`src/rtl/llrb_pkg.sv`:
```
`timescale 1ns / 1ps
package llrb_pkg;
    localparam int RING_SIZE    = 32768;
    localparam int MAX_LINES    = 256;
    localparam int MAX_LINE_LEN = 240;
    localparam int RING_AW      = $clog2(RING_SIZE);
    localparam int SLOT_W       = $clog2(MAX_LINES);
    localparam int CNT_W        = $clog2(MAX_LINES + 1);
    localparam int PEND_AW      = $clog2(MAX_LINE_LEN);
    localparam int HELD_W       = $clog2(RING_SIZE + 1);
    localparam logic [7:0] NEWLINE_BYTE = 8'd10;
    localparam int QDEPTH = 2;

    localparam logic CMD_APPEND = 1'b0;
    localparam logic CMD_READ   = 1'b1;

    typedef struct packed {
        logic       cmd;
        logic [7:0] char_in;
        logic [8:0] lines_wanted;
        logic [7:0] line_offset;
        logic [7:0] byte_offset;
    } t_item;

    typedef struct packed {
        logic [7:0]  data_byte;
        logic        read_valid;
        logic [7:0]  line_length;
        logic [8:0]  lines_selected;
        logic [8:0]  line_total;
        logic [15:0] bytes_held;
        logic        line_committed;
    } t_result;
endpackage

```
`src/rtl/llrb_fifo.sv`:
```
`timescale 1ns / 1ps
// Small register queue; used between front and back and on the result side.
module llrb_fifo #(
    parameter int WIDTH = 8
) (
    input  logic             i_clk,
    input  logic             i_rst_n,
    input  logic             i_push,
    input  logic [WIDTH-1:0] i_data,
    output logic             o_full,
    input  logic             i_pop,
    output logic [WIDTH-1:0] o_data,
    output logic             o_empty
);
    logic [WIDTH-1:0] r_mem [llrb_pkg::QDEPTH];
    logic r_wp, r_rp;
    logic [1:0] r_cnt;
    logic w_push, w_pop;

    assign o_full  = (r_cnt == 2'(llrb_pkg::QDEPTH));
    assign o_empty = (r_cnt == 2'd0);
    assign o_data  = r_mem[r_rp];
    assign w_push  = i_push && !o_full;
    assign w_pop   = i_pop && !o_empty;

    always_ff @(posedge i_clk) begin
        if (w_push) begin
            r_mem[r_wp] <= i_data;
        end
        if (!i_rst_n) begin
            r_wp  <= 1'b0;
            r_rp  <= 1'b0;
            r_cnt <= 2'd0;
        end else begin
            if (w_push) r_wp <= ~r_wp;
            if (w_pop)  r_rp <= ~r_rp;
            r_cnt <= r_cnt + 2'(w_push) - 2'(w_pop);
        end
    end
endmodule

```
`config.mk`:
```
export PLATFORM = sky130hd
export DESIGN_NAME = llrb_fifo
export DESIGN_NICKNAME = d
export VERILOG_FILES = /design/src/rtl/llrb_pkg.sv /design/src/rtl/llrb_fifo.sv
export SDC_FILE = /design/constraint.sdc
export NUM_CORES = 1
export LEC_CHECK = 0
export BUFFER_PORTS_ARGS = -buffer_cell sky130_fd_sc_hd__clkbuf_2
export CAP_MARGIN = 20
export CORE_AREA = 3 3 44 46
export CTS_CLUSTER_DIAMETER = 60
export DETAILED_ROUTE_END_ITERATION = 6
export DIE_AREA = 0 0 47 49
export PLACE_DENSITY_LB_ADDON = 0.25
export REMOVE_ABC_BUFFERS = 1
export SLEW_MARGIN = 20
export SYNTH_ARGS = -nofsm -noshare
export SYNTH_HDL_FRONTEND = slang
export SYNTH_SLANG_ARGS = --single-unit
```
`constraint.sdc`:
```
create_clock -name i_clk -period 3.9 [get_ports i_clk]
set_input_delay 0.585 -clock i_clk [delete_from_list [all_inputs] [get_ports i_clk]]
set_output_delay 0.585 -clock i_clk [all_outputs]
set_load 0.1 [all_outputs]
```
==> flow_metrics.env <==
export IMPL_status="finished clean"
export IMPL_tns_ns=0
export IMPL_fin_cells=92
export IMPL_tightest_slew_ns=0.664
export IMPL_clk_pin_slew_ns=0.11
export IMPL_r2r_end="r_cnt[1]"
export IMPL_layout_commonest_cell="clkbuf_2"
export IMPL_cts_resized=0
export IMPL_grt_max_degree=12
export IMPL_grt_use_total_pct=11.6
export IMPL_gr_total_overflow=0
export IMPL_preCtsSetupSlack_ns=2.05
export IMPL_gp_congestion=0.659
export IMPL_utilization_pct=62.2
export IMPL_nNetsFinal=91
export IMPL_avgSynthCellArea_sq_um=15.6
export IMPL_ys_warn_count=0
export IMPL_initial_core_util_pct=52.7
export IMPL_endpoint_kind="primary output"
export IMPL_worst_slack_ns=1.73
export IMPL_synth_area_sq_um=812
export IMPL_areaGrowthSynthToFinish_pct=18.0
export IMPL_postCtsHoldBufs=0
export IMPL_fmax_ghz=0.462
export IMPL_drt_drc_violations_left=0
export IMPL_die_x_um=47
export IMPL_drt_iter0_drc=6
export IMPL_r2r_start="r_cnt[0]"
export IMPL_dp_cells=88
export IMPL_required_ns=3.31
export IMPL_final_cell_mix="21 x clkbuf_2, 16 x edfxtp_1, 8 x mux2_2"
export IMPL_numCtsBuffers=3
export IMPL_num_rows=14
export IMPL_fp_dieH_um=49
export IMPL_worstHoldPathCells=1
export IMPL_ant_nets=0
export IMPL_synth_cells=52
export IMPL_num_antenna_cells=0
export IMPL_clock_sinks=21
export IMPL_max_slew_margin_pct=55.6
export IMPL_grt_pass1_vias=472
export IMPL_core_area_sq_um=1540
export IMPL_max_cap_viol_count=0
export IMPL_synth_cell_type_count=17
export IMPL_synth_compound_area_share_pct=1.08
export IMPL_via_per_inst=5.29
export IMPL_hold_violations=0
export IMPL_synth_simple_area_share_pct=7.86
export IMPL_clkLatencyLatePin_ns=0.29
export IMPL_holdPathEnd="r_mem[0][5]"
export IMPL_synth_top_family_by_area="multiplexers"
export IMPL_cts_tree="yes"
export IMPL_path_class="reg -> out"
export IMPL_wire_per_inst_um=13.0
export IMPL_cts_root_buf="clkbuf_4"
export IMPL_maxSlewViolCount=0
export IMPL_r2r_setup_slack_ns=2.23
export IMPL_layout_drive_gt1_share_pct=44.7
export IMPL_dr_total_vias=487
export IMPL_min_period_ns=2.17
export IMPL_worstPathArrival_ns=1.58
export IMPL_min_path_type="in -> reg"
export IMPL_die_area_sq_um=2300
export IMPL_grt_pass1_wl_um=1920
export IMPL_yosysSeqAreaShare_pct=71.5
export IMPL_postCtsSetupBuffers=0
export IMPL_setup_violations_final=0
export IMPL_ff2ff_path_depth=8
export IMPL_first_pass_iters=4
export IMPL_io_buffers=21
export IMPL_synth_xor_area_share_pct=2.16
export IMPL_synthAdderAreaFrac_pct=3.08
export IMPL_dpl_hpwl_um=931
export IMPL_cts_buffer_depth=2
export IMPL_synthMuxAreaShare_pct=12.3
export IMPL_critPathLaunchType="flop"
export IMPL_min_period_over_period_pct=55.6
export IMPL_ys_seq_elements=21
export IMPL_critPathMaxFanout=8
export IMPL_finClkSkew_ns=0.00395
export IMPL_antenna_found_initial=0
export IMPL_worstHoldStart="i_data[5]"
export IMPL_pin_count=22
export IMPL_h_tree_depth=1
export IMPL_wl_um=1200
export IMPL_grt_setup_unrepaired="no"
area by class of cell:
class                      instances  area [sq um]
clock buffer                       4          26.3
fill                             138           583
sequential                        21           581
timing repair buffer              21           105
multi-input combinational         27           215
inverter                           3          11.3
tap                               16          20.0
synth_stat cells:
master,count,area [sq um]
dfxtp_1,5,100
nor3_1,1,5.00
o21a_2,1,8.76
buf_2,1,5.00
xor2_1,1,8.76
and3_1,1,6.26
and2_2,1,7.51
xnor2_1,1,8.76
inv_1,3,11.3
edfxtp_1,16,480
mux2_2,8,90.1
nand2b_1,2,12.5
and2_1,1,6.26
nand2_1,2,7.51
nor2_1,5,18.8
mux2i_1,1,10.0
ha_1,2,25.0
layer usage:
layer | routed length [um] | vias up | global-route usage, %
met4 | 8 | 0 | 4.15
li1 | - | 236 | -
met2 | 608 | 17 | 19.2
met5 | 0 | - | 0
met1 | 490 | 232 | 13.9
met3 | 89 | 2 | 3.32
sequential cells by signal (all words and copies together), names as in the netlist, named ones only:
name	cells
r_cnt	2
r_wp	1
r_mem	16
r_rp	1
through the flow:
step	hold slack [ns]	instance area, sq um
2_1_floorplan	0.455	807
3_3_place_gp	0.468	932
3_5_place_dp	0.489	932
4_1_cts	0.475	958
5_1_grt	0.460	958
6_report	0.479	958
worst max path at each step:
stage / startpoint / end
5_1_grt: flop / o_data[3]
6_report: flop / o_data[2]
2_1_floorplan: r_cnt[1] / o_empty
3_3_place_gp: flop / o_data[5]
4_1_cts: flop / o_data[2]
3_5_place_dp: flop / o_data[2]
kinds of logic after synthesis:
family / after synthesis
multiplexers: 9
flip-flops: 21
buffers and inverters: 4
AND/OR/NAND/NOR: 13
AO/OA/AOI/OAI: 1
adder cells (fa/ha/maj): 2
XOR/XNOR: 2
worst max-delay path, cell delays in order, from the launching register on:
cell and delay, ns:
dfxtp_1 0.53, mux2_2 0.38, clkbuf_2 0.37
Power is left out: the tool's default activity adds up to more than one toggle a clock period on the data nets, which glitch-free logic cannot reach.
