**src/rtl/llrb_pkg.sv**
```systemverilog
`timescale 1ns / 1ps
package llrb_pkg;
    localparam int RING_SIZE    = 32768;
    localparam int MAX_LINES    = 256;
    localparam int MAX_LINE_LEN = 240;
    localparam int RING_AW      = $clog2(RING_SIZE);
    localparam int SLOT_W       = $clog2(MAX_LINES);
    localparam int CNT_W        = $clog2(MAX_LINES + 1);
    localparam int PEND_AW      = $clog2(MAX_LINE_LEN);
    localparam int HELD_W       = $clog2(RING_SIZE + 1);
    localparam logic [7:0] NEWLINE_BYTE = 8'd10;
    localparam int QDEPTH = 2;

    localparam logic CMD_APPEND = 1'b0;
    localparam logic CMD_READ   = 1'b1;

    typedef struct packed {
        logic       cmd;
        logic [7:0] char_in;
        logic [8:0] lines_wanted;
        logic [7:0] line_offset;
        logic [7:0] byte_offset;
    } t_item;

    typedef struct packed {
        logic [7:0]  data_byte;
        logic        read_valid;
        logic [7:0]  line_length;
        logic [8:0]  lines_selected;
        logic [8:0]  line_total;
        logic [15:0] bytes_held;
        logic        line_committed;
    } t_result;
endpackage

```
**src/rtl/llrb_fifo.sv**
```systemverilog
`timescale 1ns / 1ps
// Small register queue; used between front and back and on the result side.
module llrb_fifo #(
    parameter int WIDTH = 8
) (
    input  logic             i_clk,
    input  logic             i_rst_n,
    input  logic             i_push,
    input  logic [WIDTH-1:0] i_data,
    output logic             o_full,
    input  logic             i_pop,
    output logic [WIDTH-1:0] o_data,
    output logic             o_empty
);
    logic [WIDTH-1:0] r_mem [llrb_pkg::QDEPTH];
    logic r_wp, r_rp;
    logic [1:0] r_cnt;
    logic w_push, w_pop;

    assign o_full  = (r_cnt == 2'(llrb_pkg::QDEPTH));
    assign o_empty = (r_cnt == 2'd0);
    assign o_data  = r_mem[r_rp];
    assign w_push  = i_push && !o_full;
    assign w_pop   = i_pop && !o_empty;

    always_ff @(posedge i_clk) begin
        if (w_push) begin
            r_mem[r_wp] <= i_data;
        end
        if (!i_rst_n) begin
            r_wp  <= 1'b0;
            r_rp  <= 1'b0;
            r_cnt <= 2'd0;
        end else begin
            if (w_push) r_wp <= ~r_wp;
            if (w_pop)  r_rp <= ~r_rp;
            r_cnt <= r_cnt + 2'(w_push) - 2'(w_pop);
        end
    end
endmodule

```
**src/rtl/llrb_front.sv**
```systemverilog
`timescale 1ns / 1ps
// Front: takes items from the port and queues them for the engine.
module llrb_front (
    input  logic                i_clk,
    input  logic                i_rst_n,
    input  logic                i_push,
    input  llrb_pkg::t_item     i_item,
    output logic                o_full,
    input  logic                i_take,
    output llrb_pkg::t_item     o_item,
    output logic                o_avail
);
    logic w_empty;

    llrb_fifo #(.WIDTH($bits(llrb_pkg::t_item))) u_q (
        .i_clk   (i_clk),
        .i_rst_n (i_rst_n),
        .i_push  (i_push),
        .i_data  (i_item),
        .o_full  (o_full),
        .i_pop   (i_take),
        .o_data  (o_item),
        .o_empty (w_empty)
    );
    assign o_avail = !w_empty;
endmodule

```
**config.mk**
```make
export PLATFORM = sky130hd
export DESIGN_NAME = llrb_front
export DESIGN_NICKNAME = d
export VERILOG_FILES = /design/src/rtl/llrb_pkg.sv /design/src/rtl/llrb_fifo.sv /design/src/rtl/llrb_front.sv
export SDC_FILE = /design/constraint.sdc
export NUM_CORES = 1
export LEC_CHECK = 0
export BUFFER_PORTS_ARGS = -buffer_cell sky130_fd_sc_hd__buf_2
export CAP_MARGIN = 20
export CORE_MARGIN = 2
export CORE_UTILIZATION = 25
export DETAILED_ROUTE_END_ITERATION = 8
export GPL_TIMING_DRIVEN = 0
export SLEW_MARGIN = 20
export SYNTH_ARGS = -nofsm -noshare
export SYNTH_HDL_FRONTEND = slang
export SYNTH_HIERARCHICAL = 1
export SYNTH_SLANG_ARGS = --single-unit
```
**constraint.sdc**
```tcl
create_clock -name i_clk -period 5.7 [get_ports i_clk]
set_clock_uncertainty 0.1 [all_clocks]
set_input_delay 0.57 -clock i_clk [delete_from_list [all_inputs] [get_ports i_clk]]
set_output_delay 0.57 -clock i_clk [all_outputs]
set_load 0.03 [all_outputs]
```
==> metrics, run 1 <==
min Tclk post-route=between 2 and 2.5 ns; maximum achievable frequency=469.9 MHz; crit start category=flop; vias in the first global route=1558; number of I/O port buffers=73; commonest non-fill, non-tap cell in the layout=buf_2; CTS Root Buffer Type=clkbuf_16; Max-Cap Viols=0; Compound-Gate Fraction of Synth Area=0.2637%; R2R setup slack=between 3 and 4 ns; Tcrit/Tclk final=37.34%; Tightest Pin Transition=0.5362 ns; top-area cell type share of the netlist area=about 70%; outcome=complete, no violations; post-CTS resize count=0; first-pass GRT wire length=slightly below 8 mm; post-route ant nets=0; fin. max-slew vios=0; Layout area overhead=30.51%; Crit Path Class=flop to output port; Rel. slew slack=~64%; grt total ovfl=0; register bit total from synthesis=73; initial antenna violation count=0; CTS Hold Bufs=0; largest net degree at the start of global routing=21; hpwl dp=approximately 3.4 mm; core area=between 10000 and 15000 um^2; worst stage delay on the critical path=approximately 0.32 ns; DRC errors left=0; Detailed Route WL=a little under 5 mm; Leak=roughly 1.5 nW; most frequent cells in the layout=73 x buf_2, 68 x edfxtp_1, 30 x mux2_4; post-synthesis sequential area ratio=between 70% and 80%; RSZ-0062 raised after global routing=false; Cells after Synth=around 130; Max VDD drop=around 230 uV; power after layout=between 0.0015 and 0.002 W; drt via density=between 3 and 4; Final GP Congestion=about 0.6; cells along the critical path=buf_6 -> buf_12 -> mux2_4 -> buf_2; Power Dens Cells=about 500 nW/um^2; initial DRC count=29; CP top delay family=buffers and inverters; main combinational cell family by area after synthesis=multiplexers; DR vias=about 1400; Die W=110.7 um; Crit. End Element=output port; Synth Area in XOR/XNOR=less than 1%; Nets=260; CTS Sinks=73; Reg clk slew, reported paths=roughly 0.05 ns; gr usage total=around 8.5%; drt pass-1 iters=4; Yosys top cell by area=edfxtp_1; final cell count without fillers=365; proportion of synthesized area in mux cells=between 15 and 20%; H-tree Lvls=3; Worst path slowest cell=dfxtp_1; fillers=approximately 1100; synthesized area per cell=around 21 um^2; Placed Instances=349; Syn Nets=roughly 170; warnings from Yosys=6; Hold Fails Final Rpt=0; worst skew pair latency=0.32 ns; critical path fanouts, max=10; Die Ht=~110 um; # diodes=0; IO Count=between 70 and 80; Req. time, crit path=a little over 5 ns; initial core utilization=25.92%; post-synth cell types=18; synthesized area=around 2800 um^2; CTS Buf Count=9; setup tns final=0 ns; Synth Area in Adders=less than 1%; CP bufs+invs=3; clock buffer depth=2; row count=38; Hold WC Path Type=primary input to flop; Synth area leaders=edfxtp_1 72%, mux2_4 16%, dfxtp_1 3.5%, buf_12 2.1%, mux2_2 1.6%; fraction of layout cells with a size suffix above 1=around 57%; final setup fails=0; wire per inst=~13 um; Post-Synth Simple-Gate Area=about 2.2%; Die ar.=between 10000 and 15000 um^2; Arrival @ worst endpoint=1.46 ns; setup bufs post-CTS=0; TritonCTS clock tree=yes
-- power by group --
group          internal (W)  switching (W)  leakage (nW)
sequential         0.000692      0.0000282         0.676
combinational      0.000283       0.000384         0.667
clock              0.000291       0.000201         0.130
-- cells by family after synthesis --
| group | Yosys count |
|---|---|
| simple gates | 13 |
| compound gates | 1 |
| flops | 73 |
| mux | 35 |
| buf+inv | 8 |
| fa+ha+maj | 2 |
| xor+xnor | 2 |
-- synthesized netlist by cell type --
| cell type | count |
|---|---|
| and2_1 | 2 |
| and3_1 | 1 |
| buf_12 | 3 |
| buf_6 | 1 |
| dfxtp_1 | 5 |
| edfxtp_1 | 68 |
| ha_1 | 2 |
| inv_1 | 4 |
| mux2_2 | 4 |
| mux2_4 | 30 |
| mux2i_1 | 1 |
| nand2_1 | 2 |
| nand2b_1 | 2 |
| nor2_1 | 5 |
| nor3_1 | 1 |
| o21a_1 | 1 |
| xnor2_1 | 1 |
| xor2_1 | 1 |
-- registers in the layout, indices dropped and copies added, names as in the netlist, named ones only --
name	cells
u_q/r_mem	68
u_q/r_cnt	2
u_q/r_rp	1
u_q/r_wp	1
-- cell type report --
| cell class | instances | area [um^2] | share of cell area (%) |
|---|---|---|---|
| inverter | 4 | 15.01 | 0.4042 |
| sequential | 73 | 2142 | 57.66 |
| buffer | 4 | 71.32 | 1.920 |
| tap | 140 | 175.2 | 4.715 |
| multi-input combinational | 53 | 626.9 | 16.87 |
| timing repair buffer | 75 | 420.4 | 11.32 |
| clock buffer | 10 | 229.0 | 6.164 |
| clock inverter | 6 | 35.03 | 0.9431 |
-- path summary, 6_finish.rpt --
path,from,end,cells after the start
hold / removal,i_item[20],u_q/r_mem[0][20]$_DFFE_PP_,1
hold reg to reg,u_q/r_rp$_SDFFE_PN0P_,u_q/r_rp$_SDFFE_PN0P_,2
setup reg to reg,u_q/r_cnt[0]$_SDFF_PN0_,u_q/r_cnt[1]$_SDFF_PN0_,8
setup / recovery,flop,o_item[28],4
-- through the flow --
stage                     util, %  instance area [um^2]  hold WS [ns]  setup slack, ns
after CTS                   33.82                  3715        0.3153            3.535
after global routing        33.82                  3715        0.3168            3.512
after detailed placement    31.42                  3451        0.4165            3.776
after global placement      30.84                  3387        0.3688            2.022
after floorplan                 -                  2846        0.3549            3.073
final                       33.82                  3715        0.3316            3.572
-- per-layer routing --
layer | wire (um) | vias to the layer above | track usage (%)
met5 | 0 | - | 0
met2 | 2390 | 47 | 13.87
li1 | - | 688 | -
met1 | 2094 | 689 | 9.541
met4 | 95 | 0 | 4.750
met3 | 252 | 11 | 3.062
Power figures use the tool's default switching activity.
==> run 2: changes to the inputs <==
clock period = 1.86 ns   (was 5.7 ns; I/O delays follow)
==> run 2 against run 1 <==
  * Register-to-register slack got worse by 3.8 ns
  * Core utilization increased by 3.2 points
  * Clock power increased to 3.3 times the previous value
  * Sequential share of layout area decreased by 5.0 points
  * Combinational power grew to 3.2 times the previous value
  * Sequential cell count is the same
  * Critical endpoint is now o_item[15]
==> metrics, run 2 (synthesis gave the netlist of run 1 again) <==
Reg clk slew, reported paths=0.05 ns (about the same); Hold WC Path Type=primary input to flop; Die W=110.7 um (unchanged); sw frac=31.65% (-0.98 points); critical path fanouts, max=10 (unchanged); Rel. slew slack=64.15% (about the same); fillers=1032 (-5.1%); sequential share of power=37.4% (-0.9 points); Tightest Pin Transition=0.5365 ns (+0.0003049 ns); row count=38 (unchanged); power after layout=0.005936 W (+220%); drt pass-1 iters=4 (unchanged); initial antenna violation count=0 (unchanged); Req. time, crit path=1.57 ns (-3.46 ns); gr usage total=8.658% (+0.21 points); initial DRC count=32 (+10%); wire per inst=12.57 um (-5.1%); fin. max-slew vios=0 (unchanged); Layout area overhead=42.94%; worst stage delay on the critical path=0.32 ns (about the same); WHS Endpoint=u_q/r_cnt[0]$_SDFF_PN0_; Final GP Congestion=0.6443 (+4.6%); internal power=0.004057 W (+220%); Power Dens Cells=1459 nW/um^2 (+190%); Leak=1.617 nW (+9.8%); fraction of layout cells with a size suffix above 1=50.00% (-7.3 points); number of flip-flops in the largest register=68 (unchanged); min Tclk post-route=roughly 1.7 ns; first-pass GRT wire length=7.969 mm (+0.96%); worst r2r src=u_q/r_cnt[0]$_SDFF_PN0_; grt total ovfl=0 (unchanged); DP Area=3396 um^2 (-1.6%); CTS Buf Count=9 (unchanged); outcome=complete, no violations; R2R setup slack=0.14 ns (-3.78 ns); initial core utilization=25.92% (unchanged); CTS Root Buffer Type=clkbuf_16; R2R depth=8 (unchanged); Max-Cap Viols=0 (unchanged); FF-to-FF End=u_q/r_cnt[1]$_SDFF_PN0_; H-tree Lvls=3 (unchanged); most frequent cells in the layout=73 x buf_2, 68 x edfxtp_1, 34 x dlygate4sd3_1; worst skew pair latency=0.32 ns (about the same); Clock Power Share=27.1% (+0.9 points); Max VDD drop=596.6 uV (+150%); Die Ht=110.7 um (unchanged); hold_sp=i_rst_n; drt via density=3.893 (-0.99%); commonest non-fill, non-tap cell in the layout=buf_2; final cell count without fillers=400 (+9.6%); Die ar.=12260 um^2 (unchanged); post-layout util=37.05% (+3.2 points); Tcrit/Tclk final=a little over nine tenths; final setup fails=0 (unchanged); Placed Instances=347 (-0.57%); largest net degree at the start of global routing=35 (+67%); Psw=0.001879 W (+210%); # diodes=0 (unchanged); hpwl dp=3.103 mm (-9.6%); Combinational Power Share=35.5% (about the same); fin area=4069 um^2 (+9.5%); TritonCTS clock tree=yes; Hold Path Depth=2 (+1); maximum achievable frequency=around 570 MHz; Crit. End Element=output port; crit start category=flop; post-route ant nets=0 (unchanged); clock buffer depth=2 (unchanged); Worst path slowest cell=dfxtp_1; Crit Path Class=flop to output port; Top reg by flops=u_q/r_mem; DRC errors left=0 (unchanged); CTS Sinks=73 (unchanged); IO Count=74 (unchanged); cells along the critical path=buf_6 -> buf_12 -> mux2_4 -> buf_2; Nets=295 (+13%); DR vias=1557 (+8.5%); Arrival @ worst endpoint=1.46 ns (about the same); Detailed Route WL=5.028 mm (+4.0%); number of I/O port buffers=73 (unchanged); Largest regs=u_q/r_mem: 68 flops, u_q/r_cnt: 2 flops; RSZ-0062 raised after global routing=false; core area=10980 um^2 (unchanged); vias in the first global route=1585 (+1.7%); Hold Fails Final Rpt=0 (unchanged)
## run 2: changes by cell type in the layout (fill, tap and decap cells not counted), moves of 2 or more
| cell | change |
|---|---|
| dlygate4sd3_1 | +34 |
| clkinv_1 | +2 |
| clkinv_2 | -2 |
| buf_16 | -2 |
## run 2: worst max-delay path: cells and delay by family (launching register included)
kind,cells,cell delay [ns]
buf+inv,3,0.50
flops,1,0.32
mux,1,0.31
## run 2: area by class of cell
cell class              instances  area, um^2  area share [%]
plain buffers                   4       71.32           1.753
clock buffers                  11       232.7           5.720
clock inverters                 5       46.29           1.138
inverters                       4       15.01          0.3690
multi-input cells              54       651.9           16.02
flip-flops and latches         73        2143           52.68
well taps                     140       175.2           4.305
repair buffers                109       733.2           18.02
## run 2: what timing repair did
action,CTS,global route
hold buffers,34,0
gates resized for setup,1,4
gates cloned,1,0
setup endpoints to repair,39,70
hold endpoints to repair,68,0
buffers inserted,0,2
## run 2: worst max path at each step
stage                                        from                    endpoint  slack, ns
after floorplan           u_q/r_cnt[0]$_SDFF_PN0_     u_q/r_cnt[1]$_SDFF_PN0_       0.20
after global placement    u_q/r_cnt[0]$_SDFF_PN0_   u_q/r_mem[0][6]$_DFFE_PP_      -0.18
final                                        flop                  o_item[15]       0.12
after CTS                 u_q/r_cnt[0]$_SDFF_PN0_     u_q/r_cnt[1]$_SDFF_PN0_      -0.08
after global routing      u_q/r_cnt[0]$_SDFF_PN0_     u_q/r_cnt[1]$_SDFF_PN0_       0.05
after detailed placement  u_q/r_cnt[0]$_SDFF_PN0_  u_q/r_mem[0][12]$_DFFE_PP_      -0.19
## run 2: power by group through the flow
stage	clock [W]	sequential, W	combinational [W]
6_report	0.00161	0.00222	0.00211
5_1_grt	0.00176	0.00225	0.00225
4_1_cts	0.00167	0.00222	0.00210
3_5_place_dp	0	0.00225	0.00202
3_3_place_gp	0	0.00223	0.00201
2_1_floorplan	0	0.00222	0.00157
## run 2: metrics by stage
stage / setup slack, ns / hold WS [ns] / TNS [ns]
after detailed placement: -0.1877 / 0.2770 / -6.298
after global placement: -0.1803 / 0.2740 / -6.020
after CTS: -0.07638 / 0.003204 / -0.2463
final: 0.1178 / 0.01388 / 0
after floorplan: 0.2006 / 0.1849 / 0
after global routing: 0.04536 / 0.02882 / 0
## run 2: routing by layer
metal | global-route usage, % | vias to the layer above | wire length, um
met5 | 0 | - | 0
met3 | 3.991 | 6 | 312
met1 | 10.33 | 743 | 2251
met4 | 3.250 | 0 | 69
met2 | 13.70 | 52 | 2394
li1 | - | 756 | -
